`config.mk`:
```
export PLATFORM = sky130hd
export DESIGN_NAME = dfa_div10
export DESIGN_NICKNAME = d
export VERILOG_FILES = /design/src/rtl/core/dfa_pkg.sv /design/src/rtl/core/dfa_div10.sv
export SDC_FILE = /design/constraint.sdc
export NUM_CORES = 2
export LEC_CHECK = 0
export BUFFER_PORTS_ARGS = -buffer_cell sky130_fd_sc_hd__buf_2
export CORE_ASPECT_RATIO = 0.7
export CORE_MARGIN = 2
export CORE_UTILIZATION = 48
export CTS_CLUSTER_DIAMETER = 100
export DETAILED_ROUTE_END_ITERATION = 12
export PLACE_DENSITY = 0.74
export SYNTH_ARGS = -nofsm -noshare
export SYNTH_HDL_FRONTEND = slang
export SYNTH_SLANG_ARGS = --single-unit
```
`constraint.sdc`:
```
create_clock -name clk -period 22.3 [get_ports clk]
set_clock_uncertainty 0.1 [all_clocks]
set_input_delay 0 -clock clk [delete_from_list [all_inputs] [get_ports clk]]
set_output_delay 0 -clock clk [all_outputs]
set_load 0.1 [all_outputs]
```
`src/rtl/core/dfa_pkg.sv`:
```
// shared types and constants for the decimal float arithmetic unit
// no dependencies
package dfa_pkg;
	typedef enum logic [1:0] {
		CMD_ADD = 2'd0,
		CMD_SUB = 2'd1,
		CMD_MUL = 2'd2,
		CMD_DIV = 2'd3
	} cmd_t;

	localparam logic [1:0] ST_OK    = 2'd0;
	localparam logic [1:0] ST_DIV0  = 2'd1;
	localparam logic [1:0] ST_EWRAP = 2'd2;
	localparam logic [1:0] ST_MWRAP = 2'd3;

	localparam logic [63:0] ADD_SCALE_LIMIT = 64'd10000000000000000;
	localparam logic [63:0] MUL_DIGIT_MAX   = 64'd999999999;
	localparam logic [63:0] DIV_SCALE_LIMIT = 64'd999999999999999999;
	localparam logic [63:0] TIMES_TEN_MAX   = 64'd1844674407370955161;
	localparam logic signed [9:0] ADD_EXP_FLOOR = -10'sd100;
	localparam logic signed [9:0] DIV_EXP_FLOOR = -10'sd99;

	// operation codes for the shared decimal shifter
	typedef enum logic [1:0] {
		SH_MUL10 = 2'd0,
		SH_DIV10 = 2'd1,
		SH_RND10 = 2'd2
	} sh_op_t;

	// value times ten, truncated to 64 bits
	function automatic logic [63:0] mul10(input logic [63:0] m);
		mul10 = {m[60:0], 3'b000} + {m[62:0], 1'b0};
	endfunction
endpackage

```
`src/rtl/core/dfa_div10.sv`:
```
// shared decimal shift unit: times ten combinationally, divide by ten and
// round-divide by ten as a four-pass reciprocal multiply; depends on dfa_pkg
module dfa_div10 import dfa_pkg::*; (
	input  logic        clk,
	input  logic        arst_n,
	input  sh_op_t      op,
	input  logic [63:0] din,
	input  logic        start,
	output logic [63:0] dout,
	output logic        wrap,
	output logic        busy,
	output logic        done
);
	// ceil(2^66 / 5), split into halves for one 32x32 multiplier
	localparam logic [31:0] RECIP_LO = 32'hCCCCCCCD;
	localparam logic [31:0] RECIP_HI = 32'hCCCCCCCC;

	logic [64:0]  num;
	logic [63:0]  y_q;
	logic [127:0] acc_q;
	logic [1:0]   cnt_q;
	logic         run_q;
	logic         done_q;
	logic [31:0]  mul_a, mul_b;
	logic [63:0]  part;
	logic [127:0] part_sh;

	assign num = (op == SH_RND10) ? ({1'b0, din} + 65'd5) : {1'b0, din};

	// pass 0: lo*lo, 1: hi*lo, 2: lo*hi, 3: hi*hi
	assign mul_a = cnt_q[0] ? y_q[63:32] : y_q[31:0];
	assign mul_b = cnt_q[1] ? RECIP_HI : RECIP_LO;
	assign part  = mul_a * mul_b;

	always_comb begin
		case (cnt_q)
			2'd0:    part_sh = {64'd0, part};
			2'd3:    part_sh = {part, 64'd0};
			default: part_sh = {32'd0, part, 32'd0};
		endcase
	end

	// floor(num / 10) = floor(floor(num / 2) / 5), exact for 64-bit values
	always_ff @(posedge clk or negedge arst_n) begin
		if (!arst_n) begin
			run_q  <= 1'b0;
			done_q <= 1'b0;
			cnt_q  <= '0;
			y_q    <= '0;
			acc_q  <= '0;
		end else begin
			done_q <= run_q && (cnt_q == 2'd3) && !start;
			if (start) begin
				run_q <= 1'b1;
				cnt_q <= 2'd0;
				y_q   <= num[64:1];
				acc_q <= '0;
			end else if (run_q) begin
				acc_q <= acc_q + part_sh;
				cnt_q <= cnt_q + 2'd1;
				if (cnt_q == 2'd3)
					run_q <= 1'b0;
			end
		end
	end

	assign busy = run_q || done_q;
	assign done = done_q;

	always_comb begin
		dout = 64'd0;
		wrap = 1'b0;
		case (op)
			SH_MUL10: begin
				dout = mul10(din);
				wrap = din > TIMES_TEN_MAX;
			end
			SH_DIV10, SH_RND10: begin
				dout = {2'b00, acc_q[127:66]};
			end
			default: begin
				dout = din;
			end
		endcase
	end
endmodule

```
## After elaboration in Yosys (flattened, before gate mapping)

Cells that the tools add are included.

| storage, ports and cells | value |
|---|---|
| word-level logic and storage cells | 35 |
| input port bits | 69 |
| register bits after elaboration | 196 |

| operators by class | value |
|---|---|
| reductions and logical operators | 8 |
| equal/unequal tests | 3 |
| multiply operators | 1 |
| magnitude comparators | 1 |
| $add $sub $neg | 4 |
| multiplexer cells | 13 |

Operators with widths:

| cell | count |
|---|---|
| $mux W128 | 2 |
| $pmux W128 S2 | 1 |
| $add A128 B128 Y128 | 1 |
| $pmux W64 S2 | 1 |
| $add A64 B3 Y65 const B | 1 |
| $mux W65 | 1 |
| $add A64 B64 Y64 | 1 |
| $gt A64 B61 Y1 const B | 1 |
| $mul A32 B32 Y64 | 1 |
| $mux W32 | 1 |
| $mux W1 | 5 |
| $eq A2 B2 Y1 const B | 2 |
| $logic_not A2 Y1 | 2 |
| $mux W2 | 2 |
| $add A2 B1 Y2 const B | 1 |
| $eq A2 B1 Y1 const B | 1 |
| $logic_and A1 B1 Y1 | 2 |
| $reduce_bool A2 Y1 | 1 |
| $reduce_or A2 Y1 | 1 |
| $logic_not A1 Y1 | 1 |
| $logic_or A1 B1 Y1 | 1 |

## Logic depth before layout (Yosys ltp)

| depth | value |
|---|---|
| word-level depth | 6 |
| depth in mapped cells | 53 |
| mapped depth without buffers | 49 |

## Least setup slack after synthesis

Ideal clock, no wire load.

| timing path | value |
|---|---|
| path type | reg2reg |
| start point | register cnt_q[0] |
| end point | register acc_q[127] |
| period minus slack after synthesis | 11.531 ns |
| setup slack | 10.769 ns |
| cell stages (with the launch flop) | 46 |
| arrival | 11.312 ns |
| buffers on the path | 3 |
| path through | dfrtp_1 > clkbuf_1 > buf_1 > mux2_2 > ha_1 > inv_1 > fa_1 > fa_1 > fa_1 > inv_1 > fa_1 > fa_1 > fa_1 > inv_1 > fa_1 > inv_1 > ha_1 > clkbuf_1 > [... 10 more ...] > xnor2_1 > a22o_1 > ha_1 > and3_1 > o2bb2ai_1 > o21a_1 > and2_1 > o31a_1 > nor3_1 > a21bo_1 > a31o_1 > a221o_1 > a21oi_2 > o21ai_1 > a21oi_1 > xnor2_1 > a21boi_1 > o21ba_1 |

| between the ends | value |
|---|---|
| cells in the longest elaborated chain, start to end | 6 |
| elaborated cells on any way between the ends | 8 |

Ends and longest elaborated chain:

| what | line | text |
|---|---|---|
| from (decl) | dfa_div10.sv:21 | `logic [1:0] cnt_q;` |
| from (signal assigned) | dfa_div10.sv:60 | `cnt_q <= cnt_q + 2'd1;` |
| $mux W32 | dfa_div10.sv:31 | `assign mul_a = cnt_q[0] ? y_q[63:32] : y_q[31:0];` |
| $mul A32 B32 Y64 | dfa_div10.sv:33 | `assign part = mul_a * mul_b;` |
| $pmux W128 S2 (*) | dfa_div10.sv:36 | `case (cnt_q)` |
| $add A128 B128 Y128 (*) | dfa_div10.sv:59 | `acc_q <= acc_q + part_sh;` |
| $mux W128 (*) | dfa_div10.sv:58 | `end else if (run_q) begin` |
| $mux W128 (*) | dfa_div10.sv:53 | `if (start) begin` |
| to (signal assigned) | dfa_div10.sv:59 |  |
| to (decl) | dfa_div10.sv:20 | `logic [127:0] acc_q;` |

Mark *: on every way between the ends. The rest lies on a longest branch, timed or not. The select of a mux whose other input is x is not followed.
A chain may end at the register's enable or synchronous reset.

## Final worst setup path

| timing path | value |
|---|---|
| start point | register cnt_q[0] |
| end point | register acc_q[124] |

Same word-level chain as after synthesis.

==> flow_metrics.env <==
export IMPL_synth_edf_count=0
export IMPL_grt_pass1_wl_um=215000
export IMPL_ys_ff_latch=196
export IMPL_port_buffer_count=135
export IMPL_final_max_slew_viol_count=0
export IMPL_syn_area_mm2=0.0398
export IMPL_final_min_clock_period_ns=13.67
export IMPL_grt_pass1_vias=33900
export IMPL_first_pass_iters=10
export IMPL_core_area_mm2=0.0822
export IMPL_initial_core_util_pct=48.4
export IMPL_grt_max_degree=106
export IMPL_wire_per_inst_um=24.4
export IMPL_yosysTopAreaCellShare_pct=19.6
export IMPL_startpoint_type="flip-flop"
export IMPL_gp_congestion=1.08
export IMPL_grt_setup_unrepaired="false"
export IMPL_syn2layout_area_growth_pct=7.17
export IMPL_cts_root_buf="clkbuf_16"
export IMPL_pre_cts_ws_ns=9.06
export IMPL_worstPathArrival_ns=13.94
export IMPL_syn_num_nets=5780
export IMPL_grt_total_usage_pct=33.4
export IMPL_nets=5827
export IMPL_ant_nets=0
export IMPL_finalHoldViolations=0
export IMPL_finalWorstSetupSlack_ns=8.63
export IMPL_cts_resized=0
export IMPL_setup_viol=0
export IMPL_ys_flop_type="dfrtp_1"
export IMPL_synth_area_leaders="fa_1 20%, ha_1 17%, dfrtp_1 12%"
export IMPL_io_pins=136
export IMPL_synth_warnings=0
export IMPL_max_freq_mhz=73.2
export IMPL_avgSynthCellArea_um2=8.33
export IMPL_instances_no_fill=5920
export IMPL_num_rows=88
export IMPL_max_slew_margin_pct=22.0
export IMPL_worst_ep_required_time_ns=22.57
export IMPL_cts_buffer_depth=2
export IMPL_fin_crit_sh_pct=61.3
export IMPL_synth_area_leader_cell="fa_1"
export IMPL_fillers=7731
export IMPL_reg2reg_depth=44
export IMPL_antenna_found_initial=6
export IMPL_drtIter0Drc=4283
export IMPL_crit_type="flip-flop to flip-flop"
export IMPL_dpl_cell_area_mm2=0.0413
export IMPL_min_path_cells=4
export IMPL_cpMostUsedCell="fa_1"
export IMPL_drt_wl_total_um=144000
export IMPL_fp_dieH_um=245
export IMPL_cap_violations=0
export IMPL_clk_pin_slew_ns=0.11
export IMPL_post_cts_buffers=0
export IMPL_die_area_mm2=0.0852
export IMPL_synth_async_reset_ratio_pct=100
export IMPL_cts_tree="done"
export IMPL_fin_tns_setup_ns=0
export IMPL_dp_hpwl_um=122000
export IMPL_die_w_um=348
export IMPL_synth_distinct_cells=91
export IMPL_cts_sinks=196
export IMPL_cts_inserted_buffers=17
export IMPL_route_detailed_drc=0
export IMPL_viasPerCell=6.18
export IMPL_tightest_slew_ns=1.16
export IMPL_yosysSeqAreaShare_pct=12.3
export IMPL_cpPeakStageDelay_ns=0.79
export IMPL_crit_fanout=30
export IMPL_hp_class="input pin to flip-flop"
export IMPL_drive_gt1_share_pct=5.42
export IMPL_synth_cells=4775
export IMPL_final_cell_area_mm2=0.0426
export IMPL_dp_cells=5813
export IMPL_worstSkewPairLatency_ns=0.52
export IMPL_cp_slowest_cell="mux2i_1"
export IMPL_outcome="complete, no violations"
export IMPL_h_tree_depth=4
export IMPL_via_count=36600
export IMPL_crit_path_end_kind="flip-flop"
export IMPL_grt_overflow_total=0
==> state kept, by name (all words and copies together) (netlist names) <==
signal  count
cnt_q       2
acc_q     128
y_q        64
run_q       1
done        1
==> metrics by stage <==
step,hold slack [ns],utilization (%)
after floorplan,-0.396,-
after global placement,-0.0612,50.2
after detailed placement,-0.0569,50.2
after CTS,0.000299,51.8
after global routing,0.0278,51.8
final,0.0151,51.8
==> metal layers <==
metal  part of all wire (%)  GRT usage (%)
met5                  0.095          0.907
met4                    2.7           8.23
met3                     15           11.7
met2                     38           43.5
met1                     45           51.4
==> area by class of cell <==
| type | count | area [um^2] | share of cell area [%] |
|---|---|---|---|
| diodes | 5 | 12.5 | 0.0293 |
| clock buffers | 17 | 425 | 0.998 |
| clock inverters | 15 | 234 | 0.549 |
| inverters | 649 | 2440 | 5.71 |
| multi-input cells | 3732 | 31700 | 74.4 |
| flip-flops and latches | 196 | 4910 | 11.5 |
| well taps | 1080 | 1350 | 3.17 |
| repair buffers | 226 | 1560 | 3.66 |
==> cells in the final DEF (no fill, tap or decap), types with 162 or more instances in the layout <==
cell,Yosys,final
xnor2_1,206,206
ha_1,546,544
fa_1,390,390
a21oi_1,406,406
nor2_1,334,332
o21ai_0,230,230
dfrtp_1,196,195
inv_1,648,648
a21o_1,162,162
nand2_1,385,385
==> logic make-up after synthesis <==
logic type,Yosys count,share of synthesized area [%]
AO/OA/AOI/OAI,1183,19.0
flip-flops,196,12.3
XOR/XNOR,350,7.71
buffers and inverters,847,8.03
AND/OR/NAND/NOR,1166,13.6
adder cells (fa/ha/maj),936,36.8
multiplexers,97,2.51
==> worst max-delay path, delay by kind of cell, from the launching register on <==
kind / cells / cell delay, ns
flip-flops: 1 / 0.46
multiplexers: 1 / 0.79
XOR/XNOR: 3 / 0.80
adder cells (fa/ha/maj): 10 / 5.01
AND/OR/NAND/NOR: 10 / 2.19
buffers and inverters: 4 / 0.88
AO/OA/AOI/OAI: 16 / 3.27
==> cell usage after synthesis, types with 6 or more instances <==
| cell type | number |
|---|---|
| o31ai_1 | 10 |
| a21boi_0 | 9 |
| nand3_1 | 75 |
| mux2_2 | 22 |
| nand2_1 | 385 |
| nor3_1 | 49 |
| or2_2 | 10 |
| dfrtp_1 | 196 |
| mux2i_1 | 75 |
| a31oi_1 | 27 |
| o211ai_1 | 19 |
| o2111ai_1 | 6 |
| o21ai_1 | 19 |
| a21oi_1 | 406 |
| nor2_1 | 334 |
| nand2b_1 | 26 |
| xor2_1 | 144 |
| and3_1 | 26 |
| a211o_1 | 8 |
| o22ai_1 | 11 |
| or4_1 | 8 |
| a221oi_1 | 29 |
| ha_1 | 546 |
| a31o_2 | 7 |
| o221ai_1 | 23 |
| a21o_1 | 162 |
| o21ai_0 | 230 |
| xnor2_1 | 206 |
| inv_1 | 648 |
| and2_1 | 69 |
| or3_1 | 10 |
| nand4_1 | 96 |
| a22oi_1 | 20 |
| clkbuf_1 | 173 |
| nor2b_1 | 38 |
| o21bai_1 | 39 |
| buf_1 | 12 |
| fa_1 | 390 |
| and4_1 | 8 |
| a22o_1 | 49 |
| buf_2 | 12 |
| a211oi_1 | 22 |
| nor4_1 | 17 |
| o21a_1 | 26 |
==> path summary, 6_finish.rpt <==
| path | slack, ns | start | endpoint |
|---|---|---|---|
| min in group asynchronous | 0.41 | arst_n | acc_q[40] |
| max | 8.63 | cnt_q[0] | acc_q[124] |
| min reg2reg | 0.40 | acc_q[37] | acc_q[37] |
| min | 0.02 | din[22] | y_q[21] |
| max reg2reg | 8.63 | cnt_q[0] | acc_q[124] |
| max in group asynchronous | 19.62 | arst_n | y_q[60] |
==> repair_timing <==
item | CTS | global route
hold buffers | 69 | 1
setup endpoints to repair | 0 | 0
hold endpoints to repair | 155 | 1
Power is left out: the tool's default activity adds up to more than one toggle a clock period on the data nets, which glitch-free logic cannot reach.
