### src/rtl/core/dfa_pkg.sv
// shared types and constants for the decimal float arithmetic unit
// no dependencies
package dfa_pkg;
	typedef enum logic [1:0] {
		CMD_ADD = 2'd0,
		CMD_SUB = 2'd1,
		CMD_MUL = 2'd2,
		CMD_DIV = 2'd3
	} cmd_t;

	localparam logic [1:0] ST_OK    = 2'd0;
	localparam logic [1:0] ST_DIV0  = 2'd1;
	localparam logic [1:0] ST_EWRAP = 2'd2;
	localparam logic [1:0] ST_MWRAP = 2'd3;

	localparam logic [63:0] ADD_SCALE_LIMIT = 64'd10000000000000000;
	localparam logic [63:0] MUL_DIGIT_MAX   = 64'd999999999;
	localparam logic [63:0] DIV_SCALE_LIMIT = 64'd999999999999999999;
	localparam logic [63:0] TIMES_TEN_MAX   = 64'd1844674407370955161;
	localparam logic signed [9:0] ADD_EXP_FLOOR = -10'sd100;
	localparam logic signed [9:0] DIV_EXP_FLOOR = -10'sd99;

	// operation codes for the shared decimal shifter
	typedef enum logic [1:0] {
		SH_MUL10 = 2'd0,
		SH_DIV10 = 2'd1,
		SH_RND10 = 2'd2
	} sh_op_t;

	// value times ten, truncated to 64 bits
	function automatic logic [63:0] mul10(input logic [63:0] m);
		mul10 = {m[60:0], 3'b000} + {m[62:0], 1'b0};
	endfunction
endpackage

### src/rtl/core/dfa_udiv.sv
// radix-2 restoring unsigned 64-bit divider, one bit per cycle
// depends on dfa_pkg
module dfa_udiv import dfa_pkg::*; (
	input  logic        clk,
	input  logic        arst_n,
	input  logic        start,
	input  logic [63:0] dividend,
	input  logic [63:0] divisor,
	output logic        done,
	output logic [63:0] quot
);
	logic [63:0] q_q;
	logic [64:0] r_q;
	logic [63:0] d_q;
	logic [6:0]  cnt_q;
	logic        busy_q;
	logic [64:0] trial;

	assign trial = {r_q[63:0], q_q[63]} - {1'b0, d_q};
	assign quot  = q_q;
	assign done  = busy_q && (cnt_q == 7'd0);

	always_ff @(posedge clk or negedge arst_n) begin
		if (!arst_n) begin
			busy_q <= 1'b0;
			cnt_q  <= '0;
		end else if (start) begin
			busy_q <= 1'b1;
			cnt_q  <= 7'd64;
			q_q    <= dividend;
			r_q    <= '0;
			d_q    <= divisor;
		end else if (busy_q) begin
			if (cnt_q == 7'd0) begin
				busy_q <= 1'b0;
			end else begin
				cnt_q <= cnt_q - 7'd1;
				if (!trial[64]) begin
					r_q <= trial;
					q_q <= {q_q[62:0], 1'b1};
				end else begin
					r_q <= {r_q[63:0], q_q[63]};
					q_q <= {q_q[62:0], 1'b0};
				end
			end
		end
	end
endmodule

### config.mk
export PLATFORM = sky130hd
export DESIGN_NAME = dfa_udiv
export DESIGN_NICKNAME = d
export VERILOG_FILES = /design/src/rtl/core/dfa_pkg.sv /design/src/rtl/core/dfa_udiv.sv
export SDC_FILE = /design/constraint.sdc
export NUM_CORES = 1
export LEC_CHECK = 0
export BUFFER_PORTS_ARGS = -buffer_cell sky130_fd_sc_hd__buf_4
export CAP_MARGIN = 20
export CORE_ASPECT_RATIO = 1.2
export CORE_MARGIN = 4
export CORE_UTILIZATION = 48
export CTS_CLUSTER_DIAMETER = 30
export DETAILED_ROUTE_END_ITERATION = 6
export GPL_ROUTABILITY_DRIVEN = 0
export HOLD_SLACK_MARGIN = 0.12
export PLACE_DENSITY = 0.66
export SKIP_LAST_GASP = 1
export SYNTH_ARGS = -nofsm -noshare
export SYNTH_HDL_FRONTEND = slang
export SYNTH_SLANG_ARGS = --single-unit
### constraint.sdc
create_clock -name clk -period 3.8 [get_ports clk]
set_input_delay 0.38 -clock clk [delete_from_list [all_inputs] [get_ports clk]]
set_output_delay 0.38 -clock clk [all_outputs]
set_load 0.005 [all_outputs]
==> Word level (Yosys, flattened, before mapping) <==
Index checks and enable logic that the tools add are counted.
{ "classes": {"add_sub_neg": 2, "n_eq_ne": 1, "muxes": 13, "n_reduce_logical": 6} }
{ "op_table": {"columns": ["op", "n"], "rows": [
  ["65-bit two-way mux", 3],
  ["64-bit two-way mux", 3],
  ["65-bit by 64-bit subtractor with 65-bit output", 1],
  ["7-bit two-way mux", 3],
  ["7-bit logical NOT", 1],
  ["7-bit by 1-bit subtractor with 7-bit output (second input constant)", 1],
  ["1-bit two-way mux", 4],
  ["2-bit AND reduction", 2],
  ["3-bit AND reduction", 1],
  ["2-bit != test (second input constant)", 1],
  ["2-bit nonzero test", 1],
  ["1-bit logical AND", 1]
]} }
{ "word_totals": {"register_bits": 201, "out_inout_bits": 65} }

==> Depth between registers and ports, before layout <==
Gate-level depths: netlist of run 1.
{ "logic_depth": {"depth_word": 5, "depth_mapped": 16} }

==> Least setup slack after synthesis of run 1 <==
OpenSTA, ideal clock, no wires.
{ "synth_path": {"kind": "input-to-reg", "start": "in start", "end": "reg d_q[0] (enable)", "arrival_ns": 2.833, "t_required_ns": 3.371, "setup_slack_ns": 0.538, "setup_time_ns": 0.429, "stages": 4, "cell_sequence": "clkbuf_1 > clkbuf_1 > clkbuf_1 > and2_1"} }
{ "synth_between": {"elab_chain_len": 1} }
{ "synth_lines": {"columns": ["element", "line", "text"], "rows": [
  ["start: declaration", "dfa_udiv.sv:6", "input logic start,"],
  ["2-bit AND reduction (no line)", null, null],
  ["end signal: assignment", "dfa_udiv.sv:32", "d_q <= divisor;"],
  ["end: declaration", "dfa_udiv.sv:14", "logic [63:0] d_q;"]
]} }
Every way passes these cells.
A chain may end at the register's enable or synchronous reset.

==> Worst setup path after layout of run 1 <==
{ "layout_path": {"start": "reg r_q[8]", "end": "reg r_q[49] (data pin)"} }
{ "layout_between": {"elab_chain_len": 4} }
{ "layout_lines": {"columns": ["element", "line", "text"], "rows": [
  ["start: declaration", "dfa_udiv.sv:13", "logic [64:0] r_q;"],
  ["start signal: assignment", "dfa_udiv.sv:39", "r_q <= trial;"],
  ["start signal: assignment", "dfa_udiv.sv:42", "r_q <= {r_q[63:0], q_q[63]};"],
  ["65-bit by 64-bit subtractor with 65-bit output", "dfa_udiv.sv:19", "assign trial = {r_q[63:0], q_q[63]} - {1'b0, d_q};"],
  ["65-bit two-way mux", "dfa_udiv.sv:38", "if (!trial[64]) begin"],
  ["65-bit two-way mux", "dfa_udiv.sv:34", "if (cnt_q == 7'd0) begin"],
  ["65-bit two-way mux", "dfa_udiv.sv:33", "end else if (busy_q) begin"]
]} }
Every way passes these cells.

==> results of run 1 <==
[report_power, final]
group          leakage, nW  internal [mW]  switching, mW
combinational         4.63           2.20           2.73
clock                0.266          0.868          0.941
sequential            1.98           2.96          0.289
[sequential cells by signal, summed over array words and instances, names as in the netlist]
register	count
quot	64
r_q	64
busy_q	1
cnt_q	7
d_q	64
[synth_stat cells (3+ instances only)]
cell type / n / share of area
nor4_1: 3 / 0.0015
nor3_1: 22 / 0.0085
xnor2_1: 32 / 0.022
o211a_1: 8 / 0.0062
a21boi_0: 6 / 0.0035
o31ai_1: 6 / 0.0035
nor3b_1: 3 / 0.0017
dfrtp_1: 8 / 0.016
o211ai_1: 11 / 0.0064
mux2_2: 65 / 0.057
clkbuf_1: 45 / 0.013
inv_1: 78 / 0.023
nand2b_1: 10 / 0.0049
a21oi_1: 118 / 0.046
a211oi_1: 36 / 0.021
or4_1: 3 / 0.0017
a221oi_1: 3 / 0.0020
ha_1: 66 / 0.064
a41oi_1: 4 / 0.0027
nand4_1: 20 / 0.0097
or3_1: 7 / 0.0034
nor2_1: 112 / 0.033
and2_1: 9 / 0.0044
mux2i_1: 12 / 0.0093
o21ai_1: 4 / 0.0016
buf_6: 5 / 0.0044
and3_1: 13 / 0.0063
xor2_1: 28 / 0.019
edfxtp_1: 192 / 0.45
a21o_1: 50 / 0.029
nand2_1: 62 / 0.018
a211o_1: 5 / 0.0034
o21a_1: 7 / 0.0041
buf_4: 10 / 0.0058
and4_1: 4 / 0.0027
o21bai_1: 12 / 0.0070
nor2b_1: 7 / 0.0034
o21ai_0: 66 / 0.026
nand3_1: 20 / 0.0078
a31oi_1: 11 / 0.0053
nand3b_1: 3 / 0.0017
buf_2: 14 / 0.0054
[worst max path at each step]
stage	slack, ns	to
finish	0.16	r_q[49]
global route	-0.03	r_q[52]
CTS	0.09	r_q[5]
detailed placement	0.13	r_q[27]
global placement	0.23	r_q[27]
floorplan	0.54	d_q[0]
[kinds of logic after synthesis]
group | count (synthesis) | share of synthesized area
compound gates | 379 | 0.196
simple gates | 308 | 0.116
flops | 200 | 0.463
buf+inv | 156 | 0.0536
mux | 77 | 0.0661
fa+ha+maj | 67 | 0.0656
xor+xnor | 60 | 0.0407
[worst reg2reg max path, cell delays in order (launching register included)]
cell	delay (ns)
edfxtp_1	0.42
ha_1	0.41
and3_1	0.20
a211o_1	0.32
a32oi_1	0.17
nor3b_2	0.37
a21oi_2	0.13
a311oi_2	0.50
o21ai_1	0.25
o311ai_0	0.39
buf_4	0.17
o22ai_1	0.07
[layout make-up]
cell class / instances / share of cell area
antenna: 1 / 0.000156
clock buffer: 17 / 0.0264
clock inverter: 15 / 0.00856
inverter: 79 / 0.0184
multi-input combinational: 891 / 0.390
sequential: 200 / 0.371
tap: 335 / 0.0261
timing repair buffer: 309 / 0.159
[metrics by stage]
step                hold slack [ns]   util  std cells
floorplan                    0.0844      -       1247
global placement              0.493  0.562       1744
detailed placement            0.495  0.562       1744
CTS                           0.197  0.607       1840
global route                  0.207  0.610       1847
finish                        0.206  0.610       1847
[routing by layer]
metal | up-vias | GRT usage
met4 | 0 | 0.0715
met1 | 5027 | 0.279
met2 | 316 | 0.386
met5 | - | 0
met3 | 57 | 0.0630
li1 | 5141 | -
[timing repair]
item,in CTS,in global routing
endpoints found under the hold margin,64,0
setup endpoints to repair,0,56
gates resized for setup,0,8
buffers inserted,0,6
hold buffers,64,0
==> impl_metrics.ini, run 1 <==
[grt]
antenna_found_initial = 1
overflow = 0
grt_use_total = 0.227
grt_pass1_wl_um = 54200
first_global_vias = 10700
grt_max_degree = 102

[clocking]
insertion_delay_ns = 0.46
clock-sinks = 200
clock_path_buffers = 2
cts-root-buf = clkbuf_16
cts_max_level = 4
cts_buffers = 17
cts_tree = yes
clkTransAtPathRegs_ns = 0.08

[synth]
async_flop_share = 0.0400
syn_avg_cell_area_um2 = 10.3
synth_warnings = 0
synth_edf_count = 192
synthesis.area_mm2 = 0.0129
synthFlopType = edfxtp_1
netlist_instances = 1247
syn_nets = 1445
ys_types = 80
ys_ff_latch = 200
seq_area_frac_synth = 0.463

[worst_setup_path]
worstPathCellList = ha_1, and3_1, a211o_1, a32oi_1, nor3b_2, a21oi_2, a311oi_2, o21ai_1, o311ai_0, buf_4, o22ai_1
worstPathMaxFanout = 7
crit_path_top_delay_cell = a311oi_2
r2r_setup_slack_ns = 0.16
critPathCaptureType = flop
slowest_delay_ns = 0.50
cp_top_family = compound AO/OA/AOI/OAI gates
critPathLaunch = r_q[8]
worstPathRequired_ns = 3.98
path_class = reg2reg
critPathArrivalTime_ns = 3.82
r2r-start = r_q[8]
regToRegEndpoint = r_q[49]
critPathLaunchType = flop
cp.depth = 11
r2r_cells = 11
crit_buf_inv = 1

[floorplan]
core_mm2 = 0.0264
rows = 65
die_x_um = 158
start_util = 0.489
die-area_mm2 = 0.0296
die_y_um = 188
ios = 196

[status]
outcome = finished clean

[final_layout]
final_common_cell = buf_4
post_route_cells_drive_above_1_share = 0.245
fin_area_mm2 = 0.0161
multi_input_area_mm2 = 0.00628
fin_nets = 1696
final_cell_mix = 238 x buf_4, 192 x edfxtp_1, 115 x a21oi_1, 112 x nor2_1, 78 x inv_1
seqCellArea_mm2 = 0.00597
area.growth.synth_to_final_pct = 24.7
nFillCells = 2242

[placed_design]
hpwl_um = 24300
place_area_mm2 = 0.0148
io_buffers = 195
place_ws_ns = 0.129

[power_and_ir_drop]
p_per_area_mw_per_mm2 = 621
ir_drop_mv = 0.309
leakage_nw = 6.87
finalPower_mw = 9.98

[drt]
drt_iter0_markers = 662
met3WireLength_um = 2330
via_per_inst = 5.71
vias = 10500
top_layer = met4
routedWlPerCell_um = 18.3
wl_met2_um = 16700
wl_met1_um = 13800
drt-total-wl_um = 33700
firstDrtPassIters = 5
drc_errors = 0
ant_nets = 0

[sta]
tns_ns = 0
max_freq_ghz = 0.275
slew_headroom = 0.308
fin_crit_sh = 0.958
finClkSkew_ns = 0.0133
final_hold_viol_count = 0
worst_pin_slew_ns = 1.04
setup_slack_ns = 0.158
maxSlewViolCount = 0
grt_setup_unrepaired = yes
fin_crit_ns = 3.64
setup_viol = 0

[min_path]
holdPathEnd = quot[0]
hold_path.class = in2reg
min_from = dividend[0]
hold_depth = 3

[run]
timing.max_cap.violations = 0
Note: power is estimated with default switching activity, not from simulation.
==> inputs of run 2 (changes only) <==
PLACE_DENSITY = 0.72   (was 0.66)
==> run 2 against run 1 <==
Clock skew is 0.00090 ns lower. Sequential power is essentially flat. Critical path depth did not move. Global-route usage fell by 0.39 points. Power decreased by 0.40%. Routed wire length down 2.7%. Count of clock-buffer cells in the layout stayed put. Clock power rose by 5%. Sequential share of layout area is 0.22 points higher. Non-clock buffer count shrank 14. Final cell count fell by 0.81%.
==> impl_metrics.ini, run 2 (same netlist as run 1, synthesis figures left out) <==
[grt]
first_global_vias = 10800
grt_max_degree = 73
overflow = 0
grt_use_total = 0.223
antenna_found_initial = 0
grt_pass1_wl_um = 53700

[power_and_ir_drop]
leakage_nw = 6.82
ir_drop_mv = 0.353
p_per_area_mw_per_mm2 = 622
finalPower_mw = 9.94

[floorplan]
start_util = 0.489
ios = 196
die_y_um = 188
die-area_mm2 = 0.0296
core_mm2 = 0.0264
die_x_um = 158
rows = 65

[sta]
maxSlewViolCount = 0
fin_crit_sh = 0.951
tns_ns = 0
slew_headroom = 0.312
worst_pin_slew_ns = 1.03
finClkSkew_ns = 0.0124
grt_setup_unrepaired = yes
setup_viol = 0
fin_crit_ns = 3.61
max_freq_ghz = 0.277
final_hold_viol_count = 0

[clocking]
insertion_delay_ns = 0.46
cts_tree = yes
post_cts_buffers = 0
clock-sinks = 200
cts_buffers = 17
cts_max_level = 4
clock_path_buffers = 2
clkTransAtPathRegs_ns = 0.08
cts-root-buf = clkbuf_16

[final_layout]
fin_area_mm2 = 0.0160
post_route_cells_drive_above_1_share = 0.240
diodes = 0
final_common_cell = buf_4
multi_input_area_mm2 = 0.00628
area.growth.synth_to_final_pct = 24.0
fin_nets = 1682
final_cell_mix = 227 x buf_4, 192 x edfxtp_1, 117 x a21oi_1, 112 x nor2_1, 78 x inv_1
post-route-util = 0.607
nFillCells = 2259
seqCellArea_mm2 = 0.00597

[drt]
drt_iter0_markers = 649
firstDrtPassIters = 5
ant_nets = 0
routedWlPerCell_um = 17.9
drt-total-wl_um = 32800
drc_errors = 0
via_per_inst = 5.67
vias = 10400

[run]
timing.max_cap.violations = 0

[worst_setup_path]
slowest_delay_ns = 0.55
r2r-start = r_q[7]
critPathCaptureType = flop
worstPathCellList = ha_1, and3_1, a211o_1, a32oi_1, nor3b_2, a21oi_2, a311oi_2, o21ai_1, o21a_1, or3b_1, a21oi_1
worstPathMaxFanout = 6
r2r_setup_slack_ns = 0.19
regToRegEndpoint = r_q[57]
worstPathRequired_ns = 4.11
critPathArrivalTime_ns = 3.92
r2r_cells = 11
crit_path_top_delay_cell = a311oi_2
path_class = reg2reg
critPathLaunchType = flop

[min_path]
holdPathEnd = quot[55]
hold_path.class = in2reg
min_from = dividend[55]
hold_depth = 2

[status]
outcome = finished clean

[placed_design]
hpwl_um = 23500
place_area_mm2 = 0.0147
io_buffers = 195
## run 2: layout make-up
type | instances | area share
Multi-Input combinational cell | 891 | 0.393
Sequential cell | 200 | 0.373
Timing Repair Buffer | 295 | 0.152
Clock buffer | 17 | 0.0266
Tap cell | 335 | 0.0262
Inverter | 79 | 0.0185
Clock inverter | 15 | 0.0110
## run 2: metal layers
| layer | part of all wire | vias up | global-route usage |
|---|---|---|---|
| li1 | - | 5118 | - |
| met1 | 0.42 | 4930 | 0.277 |
| met3 | 0.065 | 49 | 0.0566 |
| met5 | 0 | - | 0 |
| met2 | 0.49 | 297 | 0.383 |
| met4 | 0.021 | 0 | 0.0636 |
## run 2: what timing repair did
action                     4_1_cts  5_1_grt
hold buffers                    64        0
gates resized for setup          0        9
hold endpoints to repair        64        0
setup endpoints to repair        0       38
## run 2: worst max-delay path by stage
stage	to	startpoint	slack [ns]
2_1_floorplan	d_q[0]	start	0.54
3_3_place_gp	r_q[5]	quot[63]	0.22
3_5_place_dp	r_q[5]	quot[63]	0.12
4_1_cts	r_q[5]	quot[63]	0.08
5_1_grt	r_q[41]	quot[63]	-0.03
6_report	r_q[57]	r_q[7]	0.19
## run 2: power by group
group	switching (mW)	total, mW	internal (mW)
logic	2.66	4.79	2.13
registers	0.292	3.26	2.96
clock network	0.952	1.90	0.948
## run 2: per-stage QoR
step | hold WS (ns) | setup WS [ns] | cells
6_report | 0.219 | 0.185 | 1832
3_3_place_gp | 0.489 | 0.218 | 1736
2_1_floorplan | 0.0844 | 0.538 | 1247
3_5_place_dp | 0.496 | 0.118 | 1736
4_1_cts | 0.206 | 0.0843 | 1832
5_1_grt | 0.207 | -0.0344 | 1832
## run 2: critical path, delay by kind of cell, from the launching register on
family	cells	cell delay, ns
AOI/OAI and AO/OA	7	1.75
and+or+nand+nor	3	0.89
DFF	1	0.42
adders and majority gates	1	0.40
